<file path="config.mk">
export PLATFORM = sky130hd
export DESIGN_NAME = kinetic_touch_scroller_flat
export DESIGN_NICKNAME = d
export VERILOG_FILES = /design/src/rtl/kts_pkg.sv /design/src/rtl/kts_if.sv /design/src/rtl/kts_region.sv /design/src/rtl/kts_decay.sv /design/src/rtl/kts_axis.sv /design/src/rtl/kinetic_touch_scroller.sv /design/src/flat_wrapper.sv
export SDC_FILE = /design/constraint.sdc
export NUM_CORES = 2
export LEC_CHECK = 0
export BUFFER_PORTS_ARGS = -buffer_cell sky130_fd_sc_hd__buf_2
export CAP_MARGIN = 25
export CORE_ASPECT_RATIO = 0.9
export CORE_MARGIN = 4
export CORE_UTILIZATION = 40
export DETAILED_ROUTE_END_ITERATION = 6
export RECOVER_POWER = 25
export SLEW_MARGIN = 20
export SYNTH_ARGS = -nofsm -noshare
export SYNTH_HDL_FRONTEND = slang
export SYNTH_HIERARCHICAL = 1
export SYNTH_SLANG_ARGS = --single-unit
</file>
<file path="constraint.sdc">
create_clock -name clk -period 14.7 [get_ports clk]
set_clock_uncertainty 0.2 [all_clocks]
set_input_delay 2.94 -clock clk [delete_from_list [all_inputs] [get_ports clk]]
set_output_delay 2.94 -clock clk [all_outputs]
set_load 0.01 [all_outputs]
</file>
<file path="src/rtl/kts_pkg.sv">
// ----------------------------------------------------------------------------
// kts_pkg
// shared types, register indexes and the decay table of the touch scroller
// ----------------------------------------------------------------------------
package kts_pkg;

  localparam int POS_W   = 17;  // scroll offset, two's complement
  localparam int SUM_W   = 19;  // offset plus a movement, before clamping
  localparam int MAX_W   = 16;
  localparam int REG_W   = 12;
  localparam int CFG_W   = 16;
  localparam int INDEX_W = 3;
  localparam int STEP_W  = 6;
  localparam int TABLE_LEN = 64;

  localparam logic [STEP_W-1:0] STEP_LAST = 6'd63;

  // register indexes
  localparam logic [INDEX_W-1:0] REG_AXIS_ENABLE    = 3'd0;
  localparam logic [INDEX_W-1:0] REG_MAX_OFFSET_X   = 3'd1;
  localparam logic [INDEX_W-1:0] REG_MAX_OFFSET_Y   = 3'd2;
  localparam logic [INDEX_W-1:0] REG_DRAG_THRESHOLD = 3'd3;
  localparam logic [INDEX_W-1:0] REG_REGION_LEFT    = 3'd4;
  localparam logic [INDEX_W-1:0] REG_REGION_TOP     = 3'd5;
  localparam logic [INDEX_W-1:0] REG_REGION_WIDTH   = 3'd6;
  localparam logic [INDEX_W-1:0] REG_REGION_HEIGHT  = 3'd7;

  localparam logic [1:0]       AXIS_ENABLE_RESET    = 2'd2;
  localparam logic [REG_W-1:0] DRAG_THRESHOLD_RESET = 12'd10;

  // round(65536 * exp(-0.15 k)), Q1.16
  localparam logic [16:0] DECAY_Q16 [TABLE_LEN] = '{
    17'd65536, 17'd56407, 17'd48550, 17'd41787, 17'd35967, 17'd30957, 17'd26645, 17'd22934,
    17'd19739, 17'd16990, 17'd14623, 17'd12586, 17'd10833, 17'd9324,  17'd8025,  17'd6907,
    17'd5945,  17'd5117,  17'd4404,  17'd3791,  17'd3263,  17'd2808,  17'd2417,  17'd2080,
    17'd1791,  17'd1541,  17'd1327,  17'd1142,  17'd983,   17'd846,   17'd728,   17'd627,
    17'd539,   17'd464,   17'd400,   17'd344,   17'd296,   17'd255,   17'd219,   17'd189,
    17'd162,   17'd140,   17'd120,   17'd104,   17'd89,    17'd77,    17'd66,    17'd57,
    17'd49,    17'd42,    17'd36,    17'd31,    17'd27,    17'd23,    17'd20,    17'd17,
    17'd15,    17'd13,    17'd11,    17'd9,     17'd8,     17'd7,     17'd6,     17'd5
  };

  // per-axis control for one sample
  typedef struct packed {
    logic drag_en;   // finger held in region, anchor known, axis enabled
    logic lift;      // block active, no finger in region
  } axis_ctl_t;

  // hold an offset in -max..0
  function automatic logic signed [POS_W-1:0] clamp_pos(
    input logic signed [SUM_W-1:0] sum,
    input logic [MAX_W-1:0]        max_offset
  );
    logic signed [SUM_W-1:0] low;
    logic signed [POS_W-1:0] res;
    low = -$signed({{(SUM_W-MAX_W){1'b0}}, max_offset});
    if (sum > 0) begin
      res = '0;
    end else if (sum < low) begin
      res = low[POS_W-1:0];
    end else begin
      res = sum[POS_W-1:0];
    end
    return res;
  endfunction

endpackage

</file>
<file path="src/rtl/kts_if.sv">
// ----------------------------------------------------------------------------
// kts_if
// valid/ready channels for touch samples and scroll offsets
// ----------------------------------------------------------------------------
interface kts_touch_if #(
  parameter int COORD_BITS = 12
);
  logic                  valid;
  logic                  ready;
  logic                  touch_present;
  logic [COORD_BITS-1:0] touch_x;
  logic [COORD_BITS-1:0] touch_y;

  modport source (output valid, touch_present, touch_x, touch_y, input ready);
  modport sink   (input valid, touch_present, touch_x, touch_y, output ready);
endinterface

interface kts_offset_if;
  logic               valid;
  logic               ready;
  logic signed [16:0] offset_x;
  logic signed [16:0] offset_y;

  modport source (output valid, offset_x, offset_y, input ready);
  modport sink   (input valid, offset_x, offset_y, output ready);
endinterface

</file>
<file path="src/rtl/kts_region.sv">
// ----------------------------------------------------------------------------
// kts_region
// hit test of a touch sample against the sensitive rectangle
// ----------------------------------------------------------------------------
module kts_region #(
  parameter int COORD_BITS = 12
) (
  input  logic                      touch_present,
  input  logic [COORD_BITS-1:0]     touch_x,
  input  logic [COORD_BITS-1:0]     touch_y,
  input  logic [kts_pkg::REG_W-1:0] region_left,
  input  logic [kts_pkg::REG_W-1:0] region_top,
  input  logic [kts_pkg::REG_W-1:0] region_width,
  input  logic [kts_pkg::REG_W-1:0] region_height,
  output logic                      hit
);
  import kts_pkg::*;

  localparam int HW = (COORD_BITS > REG_W + 1) ? COORD_BITS : REG_W + 1;

  logic [REG_W:0] right;
  logic [REG_W:0] bottom;
  logic           in_x;
  logic           in_y;

  // edges summed without wrap
  assign right  = {1'b0, region_left} + {1'b0, region_width};
  assign bottom = {1'b0, region_top} + {1'b0, region_height};

  assign in_x = (HW'(touch_x) >= HW'(region_left)) && (HW'(touch_x) < HW'(right));
  assign in_y = (HW'(touch_y) >= HW'(region_top)) && (HW'(touch_y) < HW'(bottom));
  assign hit  = touch_present && in_x && in_y;

endmodule

</file>
<file path="src/rtl/kts_decay.sv">
// ----------------------------------------------------------------------------
// kts_decay
// vertical coast value: speed times exp(-0.15 k), truncated toward zero
// ----------------------------------------------------------------------------
module kts_decay #(
  parameter int COORD_BITS    = 12,
  parameter int DECAY_STEPS   = 64,
  parameter int FRACTION_BITS = 16
) (
  input  logic signed [COORD_BITS:0]     speed,
  input  logic [kts_pkg::STEP_W-1:0]     step,
  output logic signed [COORD_BITS+1:0]   value
);
  import kts_pkg::*;

  localparam int FW = FRACTION_BITS + 1;
  localparam int MW = COORD_BITS + 1;
  localparam int PW = MW + FW;

  logic [16:0]     entry;
  logic [FW-1:0]   factor;
  logic [MW-1:0]   mag;
  logic [PW-1:0]   product;
  logic [MW-1:0]   value_mag;

  always_comb begin
    if ({3'b000, step} < 9'(DECAY_STEPS)) begin
      entry = DECAY_Q16[step];
    end else begin
      entry = '0;
    end
  end

  // rescale the Q1.16 entry to the working fraction
  if (FRACTION_BITS >= 16) begin : g_up
    localparam int SH = FRACTION_BITS - 16;
    assign factor = FW'(entry) << SH;
  end else begin : g_down
    localparam int SH = 16 - FRACTION_BITS;
    assign factor = FW'(entry >> SH);
  end

  assign mag       = speed[COORD_BITS] ? MW'(-speed) : MW'(speed);
  assign product   = PW'(mag) * PW'(factor);
  assign value_mag = product[FRACTION_BITS +: MW];

  always_comb begin
    if (speed[COORD_BITS]) begin
      value = -$signed({1'b0, value_mag});
    end else begin
      value = $signed({1'b0, value_mag});
    end
  end

endmodule

</file>
<file path="src/rtl/kts_axis.sv">
// ----------------------------------------------------------------------------
// kts_axis
// next offset, drag delta and coast speed of one scroll axis
// ----------------------------------------------------------------------------
module kts_axis #(
  parameter int COORD_BITS = 12
) (
  input  kts_pkg::axis_ctl_t                  ctl,
  input  logic [COORD_BITS-1:0]               now,
  input  logic [COORD_BITS-1:0]               prev,
  input  logic signed [kts_pkg::POS_W-1:0]    pos,
  input  logic signed [COORD_BITS:0]          delta,
  input  logic signed [COORD_BITS:0]          speed,
  input  logic signed [COORD_BITS+1:0]        coast_value,
  input  logic [kts_pkg::MAX_W-1:0]           max_offset,
  input  logic [kts_pkg::REG_W-1:0]           drag_threshold,
  output logic signed [kts_pkg::POS_W-1:0]    pos_next,
  output logic signed [COORD_BITS:0]          delta_next,
  output logic signed [COORD_BITS:0]          speed_next,
  output logic                                coasting,
  output logic                                launching
);
  import kts_pkg::*;

  localparam int DW = COORD_BITS + 1;
  localparam int CW = (DW > REG_W) ? DW : REG_W;

  logic signed [DW-1:0]    d;
  logic [DW-1:0]           d_mag;
  logic                    moving;
  logic signed [SUM_W-1:0] pos_ext;
  logic signed [SUM_W-1:0] sum;

  assign d       = $signed({1'b0, now}) - $signed({1'b0, prev});
  assign d_mag   = d[DW-1] ? DW'(-d) : DW'(d);
  assign moving  = (delta != 0) || (CW'(d_mag) > CW'(drag_threshold));
  assign pos_ext = {{(SUM_W-POS_W){pos[POS_W-1]}}, pos};

  assign coasting  = ctl.lift && (speed != 0);
  assign launching = ctl.lift && (speed == 0);

  always_comb begin
    pos_next   = pos;
    delta_next = delta;
    speed_next = speed;
    sum        = pos_ext;
    if (ctl.drag_en) begin
      if (moving) begin
        sum        = pos_ext + {{(SUM_W-DW){d[DW-1]}}, d};
        delta_next = d;
        speed_next = '0;
      end
      pos_next = clamp_pos(sum, max_offset);
    end else if (ctl.lift) begin
      if (speed != 0) begin
        sum = pos_ext + {{(SUM_W-DW-1){coast_value[DW]}}, coast_value};
        if (coast_value == 0) begin
          speed_next = '0;
        end
      end else begin
        // last drag movement turns into inertia
        speed_next = delta;
        delta_next = '0;
      end
      pos_next = clamp_pos(sum, max_offset);
    end
  end

endmodule

</file>
<file path="src/rtl/kinetic_touch_scroller.sv">
// ----------------------------------------------------------------------------
// kinetic_touch_scroller
// touch-driven scroll offsets with drag threshold and coasting inertia
// ----------------------------------------------------------------------------
// path: a sample accepted on the touch channel passes the input register, then
//   the result register, before its offsets appear on the result channel
// throughput: one sample per cycle unless the result channel stalls; the
//   update is combinational between the input and state/result registers
// reset: rst (synchronous) clears all tracking state and both offsets, and
//   loads the register defaults (vertical scrolling on, threshold 10)
// ----------------------------------------------------------------------------
module kinetic_touch_scroller #(
  parameter int COORD_BITS    = 12,
  parameter int DECAY_STEPS   = 64,
  parameter int FRACTION_BITS = 16
) (
  input  logic                        clk,
  input  logic                        rst,
  input  logic                        cfg_write,
  input  logic [kts_pkg::INDEX_W-1:0] cfg_index,
  input  logic [kts_pkg::CFG_W-1:0]   cfg_data,
  kts_touch_if.sink                   touch,
  kts_offset_if.source                scroll
);
  import kts_pkg::*;

  localparam int DW = COORD_BITS + 1;

  // configuration registers
  logic [1:0]       axis_enable;
  logic [MAX_W-1:0] max_offset_x;
  logic [MAX_W-1:0] max_offset_y;
  logic [REG_W-1:0] drag_threshold;
  logic [REG_W-1:0] region_left;
  logic [REG_W-1:0] region_top;
  logic [REG_W-1:0] region_width;
  logic [REG_W-1:0] region_height;

  // input register
  logic                  in_valid;
  logic                  in_present;
  logic [COORD_BITS-1:0] in_x;
  logic [COORD_BITS-1:0] in_y;

  // tracking state
  logic                    anchor_valid;
  logic [COORD_BITS-1:0]   anchor_x;
  logic [COORD_BITS-1:0]   anchor_y;
  logic signed [POS_W-1:0] scroll_pos_x;
  logic signed [POS_W-1:0] scroll_pos_y;
  logic signed [DW-1:0]    drag_delta_x;
  logic signed [DW-1:0]    drag_delta_y;
  logic signed [DW-1:0]    coast_speed_x;
  logic signed [DW-1:0]    coast_speed_y;
  logic                    coast_step_x;
  logic [STEP_W-1:0]       coast_step_y;

  // result register
  logic                    out_valid;
  logic signed [POS_W-1:0] out_x;
  logic signed [POS_W-1:0] out_y;

  // update logic
  logic                    advance;
  logic                    fire;
  logic                    active;
  logic                    hit;
  axis_ctl_t               ctl_x;
  axis_ctl_t               ctl_y;
  logic signed [DW:0]      coast_value_x;
  logic signed [DW:0]      coast_value_y;
  logic signed [POS_W-1:0] scroll_pos_x_next;
  logic signed [POS_W-1:0] scroll_pos_y_next;
  logic signed [DW-1:0]    drag_delta_x_next;
  logic signed [DW-1:0]    drag_delta_y_next;
  logic signed [DW-1:0]    coast_speed_x_next;
  logic signed [DW-1:0]    coast_speed_y_next;
  logic                    coasting_x;
  logic                    coasting_y;
  logic                    launching_x;
  logic                    launching_y;

  // ---------------------------------------------------------------- handshake
  // the result register frees when empty or taken; the input register
  // moves into it in the same cycle, so a word enters every cycle unless the result channel stalls
  assign advance     = !out_valid || scroll.ready;
  assign fire        = in_valid && advance;
  assign touch.ready = !in_valid || advance;

  assign scroll.valid    = out_valid;
  assign scroll.offset_x = out_x;
  assign scroll.offset_y = out_y;

  // ------------------------------------------------------------ config writes
  always_ff @(posedge clk) begin
    if (rst) begin
      axis_enable    <= AXIS_ENABLE_RESET;
      max_offset_x   <= '0;
      max_offset_y   <= '0;
      drag_threshold <= DRAG_THRESHOLD_RESET;
      region_left    <= '0;
      region_top     <= '0;
      region_width   <= '0;
      region_height  <= '0;
    end else if (cfg_write) begin
      unique case (cfg_index)
        REG_AXIS_ENABLE:    axis_enable    <= cfg_data[1:0];
        REG_MAX_OFFSET_X:   max_offset_x   <= cfg_data[MAX_W-1:0];
        REG_MAX_OFFSET_Y:   max_offset_y   <= cfg_data[MAX_W-1:0];
        REG_DRAG_THRESHOLD: drag_threshold <= cfg_data[REG_W-1:0];
        REG_REGION_LEFT:    region_left    <= cfg_data[REG_W-1:0];
        REG_REGION_TOP:     region_top     <= cfg_data[REG_W-1:0];
        REG_REGION_WIDTH:   region_width   <= cfg_data[REG_W-1:0];
        REG_REGION_HEIGHT:  region_height  <= cfg_data[REG_W-1:0];
        default: ;
      endcase
    end
  end

  // ------------------------------------------------------------ input register
  always_ff @(posedge clk) begin
    if (rst) begin
      in_valid <= 1'b0;
    end else if (touch.ready) begin
      in_valid <= touch.valid;
    end
  end

  always_ff @(posedge clk) begin
    if (touch.valid && touch.ready) begin
      in_present <= touch.touch_present;
      in_x       <= touch.touch_x;
      in_y       <= touch.touch_y;
    end
  end

  // ------------------------------------------------------------- sample decode
  kts_region #(
    .COORD_BITS (COORD_BITS)
  ) u_region (
    .touch_present (in_present),
    .touch_x       (in_x),
    .touch_y       (in_y),
    .region_left   (region_left),
    .region_top    (region_top),
    .region_width  (region_width),
    .region_height (region_height),
    .hit           (hit)
  );

  // all-zero enable freezes everything; a release acts on both axes
  assign active        = axis_enable != 2'b00;
  assign ctl_x.drag_en = active && hit && anchor_valid && axis_enable[0];
  assign ctl_x.lift    = active && !hit;
  assign ctl_y.drag_en = active && hit && anchor_valid && axis_enable[1];
  assign ctl_y.lift    = active && !hit;

  // ------------------------------------------------------------- coast values
  // horizontal inertia is applied to a single glide sample only
  assign coast_value_x = coast_step_x ? '0 : {coast_speed_x[DW-1], coast_speed_x};

  // vertical inertia decays along the exponential table
  kts_decay #(
    .COORD_BITS    (COORD_BITS),
    .DECAY_STEPS   (DECAY_STEPS),
    .FRACTION_BITS (FRACTION_BITS)
  ) u_decay (
    .speed (coast_speed_y),
    .step  (coast_step_y),
    .value (coast_value_y)
  );

  // -------------------------------------------------------------- axis update
  kts_axis #(
    .COORD_BITS (COORD_BITS)
  ) u_axis_x (
    .ctl            (ctl_x),
    .now            (in_x),
    .prev           (anchor_x),
    .pos            (scroll_pos_x),
    .delta          (drag_delta_x),
    .speed          (coast_speed_x),
    .coast_value    (coast_value_x),
    .max_offset     (max_offset_x),
    .drag_threshold (drag_threshold),
    .pos_next       (scroll_pos_x_next),
    .delta_next     (drag_delta_x_next),
    .speed_next     (coast_speed_x_next),
    .coasting       (coasting_x),
    .launching      (launching_x)
  );

  kts_axis #(
    .COORD_BITS (COORD_BITS)
  ) u_axis_y (
    .ctl            (ctl_y),
    .now            (in_y),
    .prev           (anchor_y),
    .pos            (scroll_pos_y),
    .delta          (drag_delta_y),
    .speed          (coast_speed_y),
    .coast_value    (coast_value_y),
    .max_offset     (max_offset_y),
    .drag_threshold (drag_threshold),
    .pos_next       (scroll_pos_y_next),
    .delta_next     (drag_delta_y_next),
    .speed_next     (coast_speed_y_next),
    .coasting       (coasting_y),
    .launching      (launching_y)
  );

  // ---------------------------------------------------------- state registers
  always_ff @(posedge clk) begin
    if (rst) begin
      anchor_valid  <= 1'b0;
      anchor_x      <= '0;
      anchor_y      <= '0;
      scroll_pos_x  <= '0;
      scroll_pos_y  <= '0;
      drag_delta_x  <= '0;
      drag_delta_y  <= '0;
      coast_speed_x <= '0;
      coast_speed_y <= '0;
      coast_step_x  <= 1'b0;
      coast_step_y  <= '0;
    end else if (fire) begin
      scroll_pos_x  <= scroll_pos_x_next;
      scroll_pos_y  <= scroll_pos_y_next;
      drag_delta_x  <= drag_delta_x_next;
      drag_delta_y  <= drag_delta_y_next;
      coast_speed_x <= coast_speed_x_next;
      coast_speed_y <= coast_speed_y_next;
      if (active) begin
        // finger in region becomes the anchor for the next movement
        anchor_valid <= hit;
        if (hit) begin
          anchor_x <= in_x;
          anchor_y <= in_y;
        end
      end
      if (coasting_x) begin
        coast_step_x <= 1'b1;
      end else if (launching_x) begin
        coast_step_x <= 1'b0;
      end
      if (coasting_y) begin
        if (coast_step_y != STEP_LAST) begin
          coast_step_y <= coast_step_y + 1'b1;
        end
      end else if (launching_y) begin
        coast_step_y <= '0;
      end
    end
  end

  // --------------------------------------------------------- result register
  always_ff @(posedge clk) begin
    if (rst) begin
      out_valid <= 1'b0;
    end else if (advance) begin
      out_valid <= in_valid;
    end
  end

  always_ff @(posedge clk) begin
    if (fire) begin
      out_x <= scroll_pos_x_next;
      out_y <= scroll_pos_y_next;
    end
  end

endmodule

</file>
<file path="src/flat_wrapper.sv">
// flat-port wrapper written by rule: the top's interface ports become plain ports
module kinetic_touch_scroller_flat import kts_pkg::*;
#(
  parameter int COORD_BITS    = 12,
  parameter int DECAY_STEPS   = 64,
  parameter int FRACTION_BITS = 16
)
  (clk, rst, cfg_write, cfg_index, cfg_data, touch_valid, touch_touch_present, touch_touch_x, touch_touch_y, touch_ready, scroll_valid, scroll_offset_x, scroll_offset_y, scroll_ready);
  kts_touch_if #(.COORD_BITS(COORD_BITS)) touch_i ();
  kts_offset_if scroll_i ();
  input  logic clk;
  input  logic rst;
  input  logic cfg_write;
  input  logic [kts_pkg::INDEX_W-1:0] cfg_index;
  input  logic [kts_pkg::CFG_W-1:0] cfg_data;
  input wire logic [$bits(touch_i.valid)-1:0] touch_valid;
  input wire logic [$bits(touch_i.touch_present)-1:0] touch_touch_present;
  input wire logic [$bits(touch_i.touch_x)-1:0] touch_touch_x;
  input wire logic [$bits(touch_i.touch_y)-1:0] touch_touch_y;
  output wire logic [$bits(touch_i.ready)-1:0] touch_ready;
  output wire logic [$bits(scroll_i.valid)-1:0] scroll_valid;
  output wire logic [$bits(scroll_i.offset_x)-1:0] scroll_offset_x;
  output wire logic [$bits(scroll_i.offset_y)-1:0] scroll_offset_y;
  input wire logic [$bits(scroll_i.ready)-1:0] scroll_ready;
  assign touch_i.valid = touch_valid;
  assign touch_i.touch_present = touch_touch_present;
  assign touch_i.touch_x = touch_touch_x;
  assign touch_i.touch_y = touch_touch_y;
  assign touch_ready = touch_i.ready;
  assign scroll_valid = scroll_i.valid;
  assign scroll_offset_x = scroll_i.offset_x;
  assign scroll_offset_y = scroll_i.offset_y;
  assign scroll_i.ready = scroll_ready;
  kinetic_touch_scroller #(.COORD_BITS(COORD_BITS), .DECAY_STEPS(DECAY_STEPS), .FRACTION_BITS(FRACTION_BITS)) u_core (.clk(clk), .rst(rst), .cfg_write(cfg_write), .cfg_index(cfg_index), .cfg_data(cfg_data), .touch(touch_i), .scroll(scroll_i));
endmodule
</file>
==> summary.md <==
| Metric | Value |
|---|---|
| Run status | finished with violations |
| Violations in the final reports | max-capacitance violations, max-slew violations |
| Number of top-level design ports | 85 |
| Remaining routing DRC violations | 0 |
| Data arrival at the endpoint of the critical path | 13.96 ns |
| Netlist Area Pre-Place | 31600 um2 |
| Post-synthesis async set-or-reset flop share | 0% |
| Cts bufs inserted | 35 |
| Routed via count divided by cell count | 5.67 |
| Endpoint of the most critical setup path | u_core/scroll_pos_y[4]$_SDFFE_PP0P_ |
| Routed length per placed instance | 19.0 um |
| Required time of the critical path | 14.94 ns |
| Layout cells sized above 1 | 6.80% |
| Synthesized instance count | 4010 |
| ANT cells | 0 |
| WHS | 0.258 ns |
| Critical path endpoint category | flip-flop |
| Detailed-route via count | 28900 |
| Post-detail-place hpwl | 75.3 mm |
| Floorplan core area | 78000 um2 |
| WS Path Type | reg2reg |
| Most instantiated library cell after synthesis | sky130_fd_sc_hd__nand2_1 |
| Synthesized Nets | 4574 |
| DR iter-0 viols | 2447 |
| Max FO, Critical Path | 21 |
| List of most frequent post-synthesis cells | sky130_fd_sc_hd__nand2_1 (736), sky130_fd_sc_hd__inv_1 (396), sky130_fd_sc_hd__ha_1 (344) |
| Share of the clock period used by the worst path | 93.3% |
| Overflow left after global routing | 0 |
| Die extent in x | 304 um |
| Clock tree from TritonCTS | built |
| Final setup TNS | 0 ns |
| Number of standard cells in the final layout excluding fillers | 5096 |
| Total leakage power | 14.8 nW |
| Overall routing resource usage | 22.6% |
| Worst IR drop on VDD | 0.0000890 V |
| Final core area utilization | 43.7% |
| Number of clock sinks | 273 |
| Number of buffers inserted by hold repair at cts | 0 |
| Leading area contributor after synthesis | sky130_fd_sc_hd__ha_1 |
| Cells resized by post-CTS repair | 0 |
| Count of H-tree levels built during CTS | 2 |
| Count of final setup violators | 0 |
| Post-CTS Setup Bufs | 0 |
| Placed Cells | 5030 |
| Vertical extent of the die | 275 um |
| Initial DRT Pass Iterations | 6 |
| Via count of the first global-routing pass | 27400 |
| Final Max Tran Viols | 219 |
| Top post-synthesis cells by area | sky130_fd_sc_hd__ha_1 (14%), sky130_fd_sc_hd__dfxtp_1 (14%), sky130_fd_sc_hd__fa_1 (11%) |
| Clock period minus worst slack | 13.72 ns |
| First-pass GRT wire length | 154 mm |
| CP startpoint kind | flip-flop |
| Top-area cell type share of the netlist area | 13.6% |
| Number of flops mapped to enable cells by yosys | 59 |
| Standard-cell row count | 97 |
| Commonest register cell after synthesis | sky130_fd_sc_hd__dfxtp_1 |
| Sequential cell area fraction in the yosys report | 19.2% |
| Count of yosys warnings during synthesis | 6 |
| Startpoint of the most critical setup path | u_core/coast_step_y[1]$_SDFFE_PP0P_ |
| Number of synthesized register bits | 273 |
| Antenna violations before repair | 3 |
| Achievable clock frequency | 72.9 MHz |
| Worst R2R End | u_core/scroll_pos_y[4]$_SDFFE_PP0P_ |
| Clock latency at the later pin of the worst-skew pair | 0.57 ns |
| Synth-to-layout area growth | 7.98% |
| Min-Delay Path Class | reg2reg |
| Post-detailed-route count of antenna-violating nets | 0 |
| Clock root buffer master | sky130_fd_sc_hd__clkbuf_16 |
| RSZ-0062 raised after global routing | no |
| Port Buf Inserts | 84 |
| Starting density of the core | 40.5% |
| Reg clk slew, reported paths | 0.06 ns |
| Cells on worst reg2reg path | 45 |
| Maximum number of pins on one net before global-route repair | 85 |
| Power density relative to cell area | 77.8 nW/um2 |
| Least-Margin Pin Slew | 3.51 ns |
| NumNets Final | 4594 |
| Die area | 83500 um2 |
| Critical-path top delay cell | sky130_fd_sc_hd__dfxtp_1 |
| Reg-to-reg startpoint | u_core/coast_step_y[1]$_SDFFE_PP0P_ |
| Max-Slew Margin vs Limit | -134% |
| Number of unique standard cell types used by synthesis | 121 |
| FF-to-FF setup slack | 0.98 ns |
| Crit path largest cell delay | 0.80 ns |
| Wirelength, routed | 96.6 mm |
| Syn Area/Cell | 7.88 um2 |
| Number of failing hold endpoints at the final stage | 0 |
| Maxcap violations | 3 |
| Placer congestion estimate | 0.938 |
| Number of buffers between clock root and the deepest sink | 3 |
==> cells by family after synthesis <==
group,after synthesis,synth area share [%]
simple gates,1471,21.3
compound gates,942,20.3
buf+inv,545,6.87
fa+ha+maj,515,24.5
flops,273,19.2
xor+xnor,159,4.46
mux,105,3.49
==> sequential cells by signal, indices dropped and copies added (netlist names), 13 cells and up <==
register and count:
u_core/drag_delta_x 13, u_core/scroll_pos_x 17, u_core/max_offset_y 16, u_core/scroll_pos_y 17
u_core/drag_delta_y 13, u_core/scroll.offset_x 17, u_core/coast_speed_y 13, u_core/scroll.offset_y 17
u_core/max_offset_x 16, u_core/coast_speed_x 13
==> power breakdown <==
| part | leakage [nW] | internal [mW] | switching, mW |
|---|---|---|---|
| registers | 2.30 | 0.801 | 0.0345 |
| logic | 12.0 | 0.388 | 0.596 |
| clock network | 0.536 | 0.464 | 0.370 |
| total | 14.8 | 1.65 | 1.00 |
==> layer usage <==
layer,track usage (%),vias to the layer above,part of all wire [%]
met4,5.63,4,2.4
met3,2.93,127,6.4
met5,0,-,0.027
li1,-,14000,-
met2,37.1,880,45
met1,31.6,13900,46
==> worst max-delay path: cells and delay by family (launching register included) <==
kind	cells	cell delay, ns
compound gates	21	5.93
fa+ha+maj	9	4.13
mux	1	0.37
flops	1	0.80
buf+inv	6	0.83
simple gates	7	1.11
xor+xnor	1	0.24
==> how the worst min path moves through the flow <==
| stage | from | to | slack (ns) | cells after the start |
|---|---|---|---|---|
| after floorplan | u_core/region_height[0]$_SDFFE_PP0P_ | u_core/region_height[0]$_SDFFE_PP0P_ | 0.24 | 2 |
| after global placement | u_core/region_height[4]$_SDFFE_PP0P_ | u_core/region_height[4]$_SDFFE_PP0P_ | 0.25 | 2 |
| after detailed placement | u_core/region_width[8]$_SDFFE_PP0P_ | u_core/region_width[8]$_SDFFE_PP0P_ | 0.25 | 2 |
| after CTS | u_core/region_height[6]$_SDFFE_PP0P_ | u_core/region_height[6]$_SDFFE_PP0P_ | 0.26 | 2 |
| after global routing | u_core/region_height[7]$_SDFFE_PP0P_ | u_core/region_height[7]$_SDFFE_PP0P_ | 0.28 | 2 |
| final | u_core/region_height[6]$_SDFFE_PP0P_ | u_core/region_height[6]$_SDFFE_PP0P_ | 0.26 | 2 |
==> area by class of cell <==
| type | count | area, um2 |
|---|---|---|
| Clock buffer | 47 | 951 |
| Inverter | 398 | 1500 |
| Timing Repair Buffer | 130 | 756 |
| Sequential cell | 273 | 6060 |
| Tap cell | 1039 | 1300 |
| Multi-Input combinational cell | 3192 | 23400 |
| Fill cell | 7922 | 43900 |
| Clock inverter | 17 | 149 |
==> metrics by stage <==
| stage | instance area, um2 | total power [mW] | setup WS [ns] |
|---|---|---|---|
| after global routing | 34100 | 2.80 | 0.155 |
| after detailed placement | 33000 | 1.82 | 1.13 |
| after floorplan | 31600 | 1.58 | 2.43 |
| after CTS | 34100 | 2.66 | 1.00 |
| after global placement | 33000 | 1.81 | 1.58 |
| final | 34100 | 2.65 | 0.980 |
==> layout by cell type (no fill, tap or decap), drive strengths merged, types with 50 or more instances in the layout <==
cell type,synthesis,layout
buf,61,124
fa,171,171
a21oi,332,332
xor2,58,58
edfxtp,59,59
clkbuf,84,53
nor3,63,63
nor2,294,294
inv,397,401
nor2b,50,50
a21o,60,60
ha,344,344
o21ai,142,142
dfxtp,214,214
nand2,737,737
xnor2,101,101
mux2i,91,91
(Power assumes the default switching activity.)
